### src/hdl/favl_pkg.sv
// Shared types and codes for the append-only value log.
`timescale 1ns / 1ps
`default_nettype none

package favl_pkg;

  // operation codes carried in the func field
  localparam logic FUNC_READ  = 1'b0;
  localparam logic FUNC_WRITE = 1'b1;

  typedef struct packed {
    logic       func;
    logic [7:0] value;
  } favl_in_t;

  typedef struct packed {
    logic [7:0] read_value;
    logic [5:0] slot;
    logic       erased;
  } favl_out_t;

  // update decision handed from the update logic to the top level
  typedef struct packed {
    logic wr_en;    // write back to the log memory
    logic advance;  // newest entry moves up by one
    logic wrap;     // store erased, newest entry back to 0
  } favl_upd_t;

  typedef enum logic {
    ST_IDLE,
    ST_EXEC
  } favl_state_t;

endpackage : favl_pkg

`default_nettype wire

### src/hdl/flash_append_value_log_unit.sv
// Top level of the append-only value log: handshake, sequencer, memory and index.
// An accepted word passes through the EXEC state, then its result is registered.
// No new word is taken in EXEC: the log memory read of the newest entry is
//   followed there by its write-back.
// Reset (rst_n low, synchronous): newest index to 0, written flag cleared, both
//   channels idle. The memory is not swept; an unwritten newest entry reads as all ones.
`timescale 1ns / 1ps
`default_nettype none

module flash_append_value_log_unit
  import favl_pkg::*;
#(
  parameter int DEPTH = 64,
  parameter int WIDTH = 8
) (
  input  wire logic      clk,
  input  wire logic      rst_n,
  input  wire logic      in_valid,
  output logic           in_ready,
  input  wire favl_in_t  in_data,
  output logic           out_valid,
  input  wire logic      out_ready,
  output favl_out_t      out_data
);

  localparam int IW = $clog2(DEPTH);
  localparam logic [WIDTH-1:0] ONES = {WIDTH{1'b1}};

  // sequencer
  favl_state_t state_r, state_nxt;
  logic        rd_en;
  logic        in_fire;

  // item and index state
  favl_in_t        item_r;
  logic [IW-1:0]   newest_r, newest_nxt;
  logic            written_r, written_nxt;   // newest entry holds a programmed word
  logic            out_valid_r, out_valid_nxt;
  favl_out_t       out_data_r;

  // memory and update datapath
  logic [WIDTH-1:0] rd_data;
  logic [WIDTH-1:0] cur;
  logic [WIDTH-1:0] val;
  favl_upd_t        upd;
  logic [IW-1:0]    wr_addr;
  logic [WIDTH-1:0] wr_data;
  logic [WIDTH-1:0] new_val;
  logic             wr_en;

  assign in_fire = in_valid && in_ready;

  // IDLE takes a word only when the result register is free or draining,
  // so EXEC never finds the output occupied.
  always_comb begin
    state_nxt = state_r;
    in_ready  = 1'b0;
    rd_en     = 1'b0;
    unique case (state_r)
      ST_IDLE: begin
        in_ready = !out_valid_r || out_ready;
        if (in_valid && in_ready) begin
          rd_en     = 1'b1;
          state_nxt = ST_EXEC;
        end
      end
      ST_EXEC: begin
        state_nxt = ST_IDLE;
      end
      default: begin
        state_nxt = ST_IDLE;
      end
    endcase
  end

  always_ff @(posedge clk) begin
    if (!rst_n) begin
      state_r <= ST_IDLE;
    end else begin
      state_r <= state_nxt;
    end
  end

  // word held for the EXEC cycle
  always_ff @(posedge clk) begin
    if (in_fire) begin
      item_r <= in_data;
    end
  end

  // Log memory: read the newest entry on accept, write back in EXEC.
  // Read and write of one word fall in different cycles, so no bypass.
  assign wr_en = (state_r == ST_EXEC) && upd.wr_en;

  favl_ram #(
    .WIDTH (WIDTH),
    .DEPTH (DEPTH)
  ) u_ram (
    .clk     (clk),
    .wr_en   (wr_en),
    .wr_addr (wr_addr),
    .wr_data (wr_data),
    .rd_en   (rd_en),
    .rd_addr (newest_r),
    .rd_data (rd_data)
  );

  // entry 0 before any write is erased; entries above newest are never read
  // before they are programmed, so no clearing pass is needed after a wrap
  assign cur = written_r ? rd_data : ONES;
  assign val = WIDTH'(item_r.value);

  favl_update #(
    .WIDTH (WIDTH),
    .DEPTH (DEPTH)
  ) u_update (
    .func    (item_r.func),
    .val     (val),
    .cur     (cur),
    .newest  (newest_r),
    .ctl     (upd),
    .wr_addr (wr_addr),
    .wr_data (wr_data),
    .new_val (new_val)
  );

  always_comb begin
    newest_nxt  = newest_r;
    written_nxt = written_r;
    if (state_r == ST_EXEC) begin
      if (upd.wrap) begin
        newest_nxt = '0;
      end else if (upd.advance) begin
        newest_nxt = newest_r + IW'(1);
      end
      written_nxt = written_r | upd.wr_en;
    end
  end

  always_ff @(posedge clk) begin
    if (!rst_n) begin
      newest_r  <= '0;
      written_r <= 1'b0;
    end else begin
      newest_r  <= newest_nxt;
      written_r <= written_nxt;
    end
  end

  // result register
  always_comb begin
    out_valid_nxt = out_valid_r;
    if (state_r == ST_EXEC) begin
      out_valid_nxt = 1'b1;
    end else if (out_ready) begin
      out_valid_nxt = 1'b0;
    end
  end

  always_ff @(posedge clk) begin
    if (!rst_n) begin
      out_valid_r <= 1'b0;
    end else begin
      out_valid_r <= out_valid_nxt;
    end
  end

  always_ff @(posedge clk) begin
    if (state_r == ST_EXEC) begin
      out_data_r.read_value <= 8'(new_val);
      out_data_r.slot       <= 6'(newest_nxt);
      out_data_r.erased     <= upd.wrap;
    end
  end

  assign out_valid = out_valid_r;
  assign out_data  = out_data_r;

  // checks

  a_exec_after_accept: assert property (
    @(posedge clk) disable iff (!rst_n)
    in_fire |=> (state_r == ST_EXEC)
  ) else $error("accepted word did not reach EXEC");

  a_exec_out_free: assert property (
    @(posedge clk) disable iff (!rst_n)
    (state_r == ST_EXEC) |-> !out_valid_r
  ) else $error("EXEC found the result register occupied");

  a_result_from_exec: assert property (
    @(posedge clk) disable iff (!rst_n)
    $rose(out_valid_r) |-> $past(state_r == ST_EXEC)
  ) else $error("result raised outside EXEC");

  a_wrap_slot_zero: assert property (
    @(posedge clk) disable iff (!rst_n)
    (out_valid_r && out_data_r.erased) |-> (out_data_r.slot == 6'd0)
  ) else $error("wrapped result does not point at entry 0");

  a_no_write_on_read: assert property (
    @(posedge clk) disable iff (!rst_n)
    ((state_r == ST_EXEC) && (item_r.func == FUNC_READ)) |-> !wr_en
  ) else $error("read word wrote the log memory");

endmodule : flash_append_value_log_unit

`default_nettype wire

### src/hdl/favl_ram.sv
// Generic single-port-write, single-port-read RAM with registered read data.
`timescale 1ns / 1ps
`default_nettype none

module favl_ram #(
  parameter int WIDTH = 8,
  parameter int DEPTH = 64
) (
  input  wire logic                     clk,
  input  wire logic                     wr_en,
  input  wire logic [$clog2(DEPTH)-1:0] wr_addr,
  input  wire logic [WIDTH-1:0]         wr_data,
  input  wire logic                     rd_en,
  input  wire logic [$clog2(DEPTH)-1:0] rd_addr,
  output logic      [WIDTH-1:0]         rd_data
);

  logic [WIDTH-1:0] mem [DEPTH];

  always_ff @(posedge clk) begin
    if (wr_en) begin
      mem[wr_addr] <= wr_data;
    end
    if (rd_en) begin
      rd_data <= mem[rd_addr];
    end
  end

endmodule : favl_ram

`default_nettype wire

### src/hdl/favl_update.sv
// Program/advance/wrap decision for one word against the newest entry.
`timescale 1ns / 1ps
`default_nettype none

module favl_update
  import favl_pkg::*;
#(
  parameter int WIDTH = 8,
  parameter int DEPTH = 64
) (
  input  wire logic                     func,
  input  wire logic [WIDTH-1:0]         val,
  input  wire logic [WIDTH-1:0]         cur,
  input  wire logic [$clog2(DEPTH)-1:0] newest,
  output favl_upd_t                     ctl,
  output logic      [$clog2(DEPTH)-1:0] wr_addr,
  output logic      [WIDTH-1:0]         wr_data,
  output logic      [WIDTH-1:0]         new_val
);

  localparam int IW = $clog2(DEPTH);
  localparam logic [IW-1:0]    LAST = IW'(DEPTH - 1);
  localparam logic [WIDTH-1:0] ONES = {WIDTH{1'b1}};

  logic needs_set;

  // a 0-to-1 change cannot be programmed in place
  assign needs_set = |(val & ~cur);

  always_comb begin
    ctl     = '0;
    wr_addr = newest;
    wr_data = cur & val;
    new_val = cur;
    if (func == FUNC_WRITE) begin
      if (!needs_set) begin
        ctl.wr_en = 1'b1;
        new_val   = cur & val;
      end else if (newest == LAST) begin
        ctl.wr_en = 1'b1;
        ctl.wrap  = 1'b1;
        wr_addr   = '0;
        wr_data   = val;
        new_val   = val;
      end else if (val != ONES) begin
        // next entry is still erased, so programming leaves exactly val
        ctl.wr_en   = 1'b1;
        ctl.advance = 1'b1;
        wr_addr     = newest + IW'(1);
        wr_data     = val;
        new_val     = val;
      end
    end
  end

endmodule : favl_update

`default_nettype wire

### config.mk
export PLATFORM = sky130hd
export DESIGN_NAME = flash_append_value_log_unit
export DESIGN_NICKNAME = d
export VERILOG_FILES = /design/src/hdl/favl_pkg.sv /design/src/hdl/flash_append_value_log_unit.sv /design/src/hdl/favl_ram.sv /design/src/hdl/favl_update.sv
export SDC_FILE = /design/constraint.sdc
export NUM_CORES = 1
export LEC_CHECK = 0
export BUFFER_PORTS_ARGS = -buffer_cell sky130_fd_sc_hd__buf_2
export CAP_MARGIN = 20
export CORE_AREA = 5 5 303 305
export DETAILED_ROUTE_END_ITERATION = 6
export DIE_AREA = 0 0 308 310
export PLACE_DENSITY = 0.49
export RECOVER_POWER = 50
export REMOVE_ABC_BUFFERS = 1
export SYNTH_ARGS = -nofsm -noshare
export SYNTH_HDL_FRONTEND = slang
export SYNTH_HIERARCHICAL = 1
export SYNTH_SLANG_ARGS = --single-unit
export TNS_END_PERCENT = 10
### constraint.sdc
create_clock -name clk -period 4.4 [get_ports clk]
set_input_delay 0.22 -clock clk [delete_from_list [all_inputs] [get_ports clk]]
set_output_delay 0.22 -clock clk [all_outputs]
set_load 0.005 [all_outputs]
==> summary by stage <==
Power and ir drop
The total power is 11.55 mW. The power density over the cells is 442.1 mW/mm². In this run the static leakage power is roughly 8 nW. IR analysis of the VDD net gives a maximum drop of about 0.31 mV.

CTS
The count of instances resized after the clock tree is built is 0. Buffers added to address setup during post-CTS repair amount to 0. The clock-pin slew on the worst setup and hold paths is 0.06 ns.

In this run, CTS created clock tree buffers numbering 60. The clock latency at the later pin of the worst-skew pair is 0.62 ns. The root buffer cell chosen for the clock tree is sky130_fd_sc_hd__clkbuf_16. The clock tree from TritonCTS is built. Counting along the longest clock path gives a buffer depth of 3. The maximum level of the CTS H-tree is 2.

The TritonCTS sink count is roughly 550.

Finish
In the final design database the tool counted 1,259 nets. The number of fill cells is between 8,000 and 9,000. The signed area change from the synthesized netlist to the final layout is 18.69%. The number of antenna repair diodes is 0. The layout cell share with drive strength beyond 1 is 26.33%.

Drt
The highest metal layer carrying signal wires in the routed design is met4. The met3 routed wirelength is 2.697 mm. The detailed-route wire length per cell is between 20 and 25 µm. After detailed routing, the number of vias per cell comes to 4.472. For this block, the via count after detailed routing is 11,051. The remaining design rule violation count is 0. After detailed routing, the wire length on met1 is 23.99 mm. The routed design has 54.39 mm of wire. The first TritonRoute pass finished after 5 iterations. The number of DRC violations after detailed-routing iteration 0 is 885. Once detail routing completed, the nets flagged for antenna violations numbered 0. The detailed-routed wire length on met2 is 26.30 mm.

Die
The region available for standard cell placement spans approximately 0.089 mm². The initial core utilization is 24.71%. Measured along the x axis, the die boundary spans 308 µm. The number of primary I/O pins is 30. The overall die area is 0.09548 mm². From bottom edge to top edge, the die measures between 300 and 400 µm. The number of rows in the core area is 110.

Min path
The class of the worst hold path is primary input to flop. The worst hold path endpoint is val[2]. The worst hold path begins at in_data[2]. The hold-critical path depth is 2.

Timing
The number of max-slew violations in the final report is 232. Setup violations remaining at the end of the flow were counted as 0. Setup repair after global routing left no endpoint under its margin. Timing would allow up to 246.8 MHz. The worst path needs 4.051 ns of the cycle, external delays included. The sum of negative setup slack is 0 ns. The relative slew slack is -16.32%. For the pin with the worst max-slew slack, the measured transition is 1.745 ns. The number of endpoints with negative hold slack in the final report was 0. Between clock sinks in the finished design, the worst skew comes to 0.01846 ns.

The final clock period utilization by the worst path is 92.07%.

Setup path
The kind of end point of the critical path is a flop. The worst endpoint required time is 4.63 ns. The data arrival at the endpoint of the critical path is 4.28 ns. The worst setup path is of the flop to flop kind. In this run the critical register-to-register path is captured at u_ram/mem[13][6]. The maximum fanout count along the critical path is 52. Setup slack on the worst reg-to-reg path comes out at ~0.35 ns. The worst setup path is launched from a flop. The count of cells along the worst register-to-register path is 7. In this run the critical register-to-register path is launched from newest_r[0].

Status
The flow ran to the end, but the final reports show violations. The checks that failed: max-capacitance violations, max-slew violations.

Synth
The largest total area in the synthesized netlist belongs to sky130_fd_sc_hd__edfxtp_1. Yosys printed 6 warnings. In the synthesized netlist, the number of instances is 1,098. The sequential area share after synthesis is 75.06%. Yosys mapped a number of flops with a built-in enable equal to 544.

The most frequently used flop master after synthesis is sky130_fd_sc_hd__edfxtp_1. The cell area after synthesis is about 0.022 mm². Synthesis inferred 553 register bits. In the post-synthesis netlist, the cell with the most instances is sky130_fd_sc_hd__edfxtp_1. The fraction of synthesis flops using an asynchronous set or reset pin is 0%.

The number of distinct library cells after synthesis is 66. Sorting the synthesized cells by how often they occur yields sky130_fd_sc_hd__edfxtp_1 (544), sky130_fd_sc_hd__mux4_2 (126), sky130_fd_sc_hd__nor2_1 (85). A synthesized cell averages 20.04 µm². The share of synthesized area in the top cell type comes to 74.24%. Sorting the synthesized cells by area gives the leading types as sky130_fd_sc_hd__edfxtp_1 (74%), sky130_fd_sc_hd__mux4_2 (13%), sky130_fd_sc_hd__nor2_1 (1.4%), sky130_fd_sc_hd__mux2i_1 (1.0%), sky130_fd_sc_hd__dfxtp_1 (0.82%).

Placement
Summed over all nets, the half-perimeter wirelength after detailed placement is 33.38 mm. The number of buffers inserted by port buffering is 29. The congestion estimate from routability-driven global placement came to just over 0.8.

Global route
After global routing the overflow that remains totals 0. Entering global routing, the biggest net connects 107 pins. The number of antenna violations at the first check in global routing is 0. The number of global-route vias before repair is 11,558.

Across every metal layer, demand over resource in global routing totals roughly 11%. The first global-routing pass estimated around 80 mm of wire.

Flow run
Max-cap violations in this run came to 6.
-- stage by stage --
stage | cell area, µm² | cells | util (%) | hold slack, ns | worst slack [ns]
6_report | 26120 | 2471 | 29.33 | 0.3388 | 0.3488
5_1_grt | 26120 | 2471 | 29.33 | 0.3117 | 0.2304
4_1_cts | 26240 | 2470 | 29.47 | 0.2910 | 0.6437
3_5_place_dp | 24090 | 2344 | 27.05 | 0.4029 | 0.6504
3_3_place_gp | 24090 | 2344 | 27.05 | 0.4055 | 0.7044
2_1_floorplan | 21680 | 1045 | - | 0.3189 | -4.084
-- how the worst max path moves through the flow --
stage | end | slack (ns) | startpoint | depth (start not counted)
2_1_floorplan | u_ram/mem[48][0] | -4.08 | newest_r[0] | 9
3_3_place_gp | u_ram/mem[3][2] | 0.70 | written_r | 10
3_5_place_dp | u_ram/mem[20][7] | 0.65 | written_r | 9
4_1_cts | u_ram/mem[20][3] | 0.64 | written_r | 9
5_1_grt | u_ram/mem[18][1] | 0.23 | written_r | 9
6_report | u_ram/mem[13][6] | 0.35 | newest_r[0] | 7
-- repair_timing --
item | in CTS | in global routing
hold buffers | 13 | 0
hold endpoints to repair | 14 | 0
endpoints found under the setup margin | 0 | 0
-- final cells by class --
type,instances,area [µm²],area share [%]
sequential,553,16520,63.27
multi-input combinational,477,5106,19.55
clock buffer,77,1617,6.190
tap,1176,1471,5.634
timing repair buffer,137,938.4,3.593
clock inverter,36,404.1,1.547
inverter,15,56.30,0.2156
-- cell families (layout without fill, tap and decap cells) --
group | after synthesis | count (layout) | synth area share [%]
multiplexers | 163 | 163 | 14.66
AO/OA/AOI/OAI | 107 | 107 | 3.861
adder cells (fa/ha/maj) | 2 | 2 | 0.1137
buffers and inverters | 68 | 265 | 1.734
flip-flops | 553 | 553 | 75.06
AND/OR/NAND/NOR | 205 | 205 | 4.577
-- registers in the layout (all words and copies together) (netlist names), 6 cells and up --
register / flops
newest_r: 6
out_data: 15
u_ram/mem: 512
u_ram/rd_data: 8
val: 8
-- worst max-delay path, stage by stage (launching register included) --
cell and delay (ns):
sky130_fd_sc_hd__dfxtp_1 0.45, sky130_fd_sc_hd__ha_1 0.23, sky130_fd_sc_hd__and3_1 0.24, sky130_fd_sc_hd__a311oi_1 0.20, sky130_fd_sc_hd__a211oi_4 0.31, sky130_fd_sc_hd__clkbuf_1 0.36, sky130_fd_sc_hd__o21a_1 0.71, sky130_fd_sc_hd__clkbuf_2 1.12
-- where the power goes --
group | leakage, nW | switching [mW] | internal, mW
combinational | 1.91 | 0.351 | 0.220
sequential | 4.98 | 0.0122 | 5.85
clock | 0.987 | 2.05 | 3.06
-- placed cells by master (no fill, tap or decap), types with 20 or more instances in the layout --
master,netlist,routed
sky130_fd_sc_hd__edfxtp_1,544,544
sky130_fd_sc_hd__nand2_1,28,28
sky130_fd_sc_hd__nor2_1,85,85
sky130_fd_sc_hd__clkbuf_16,0,61
sky130_fd_sc_hd__clkbuf_1,18,42
sky130_fd_sc_hd__nor2b_1,20,20
sky130_fd_sc_hd__buf_4,13,77
sky130_fd_sc_hd__mux4_2,126,126
sky130_fd_sc_hd__mux2i_1,23,23
-- per-layer routing --
| layer | track usage (%) | vias to the layer above |
|---|---|---|
| met5 | 0 | - |
| met4 | 3.443 | 0 |
| met2 | 18.57 | 314 |
| met3 | 1.770 | 77 |
| met1 | 15.58 | 5833 |
| li1 | - | 4827 |
Note: power is estimated with default switching activity, not from simulation.
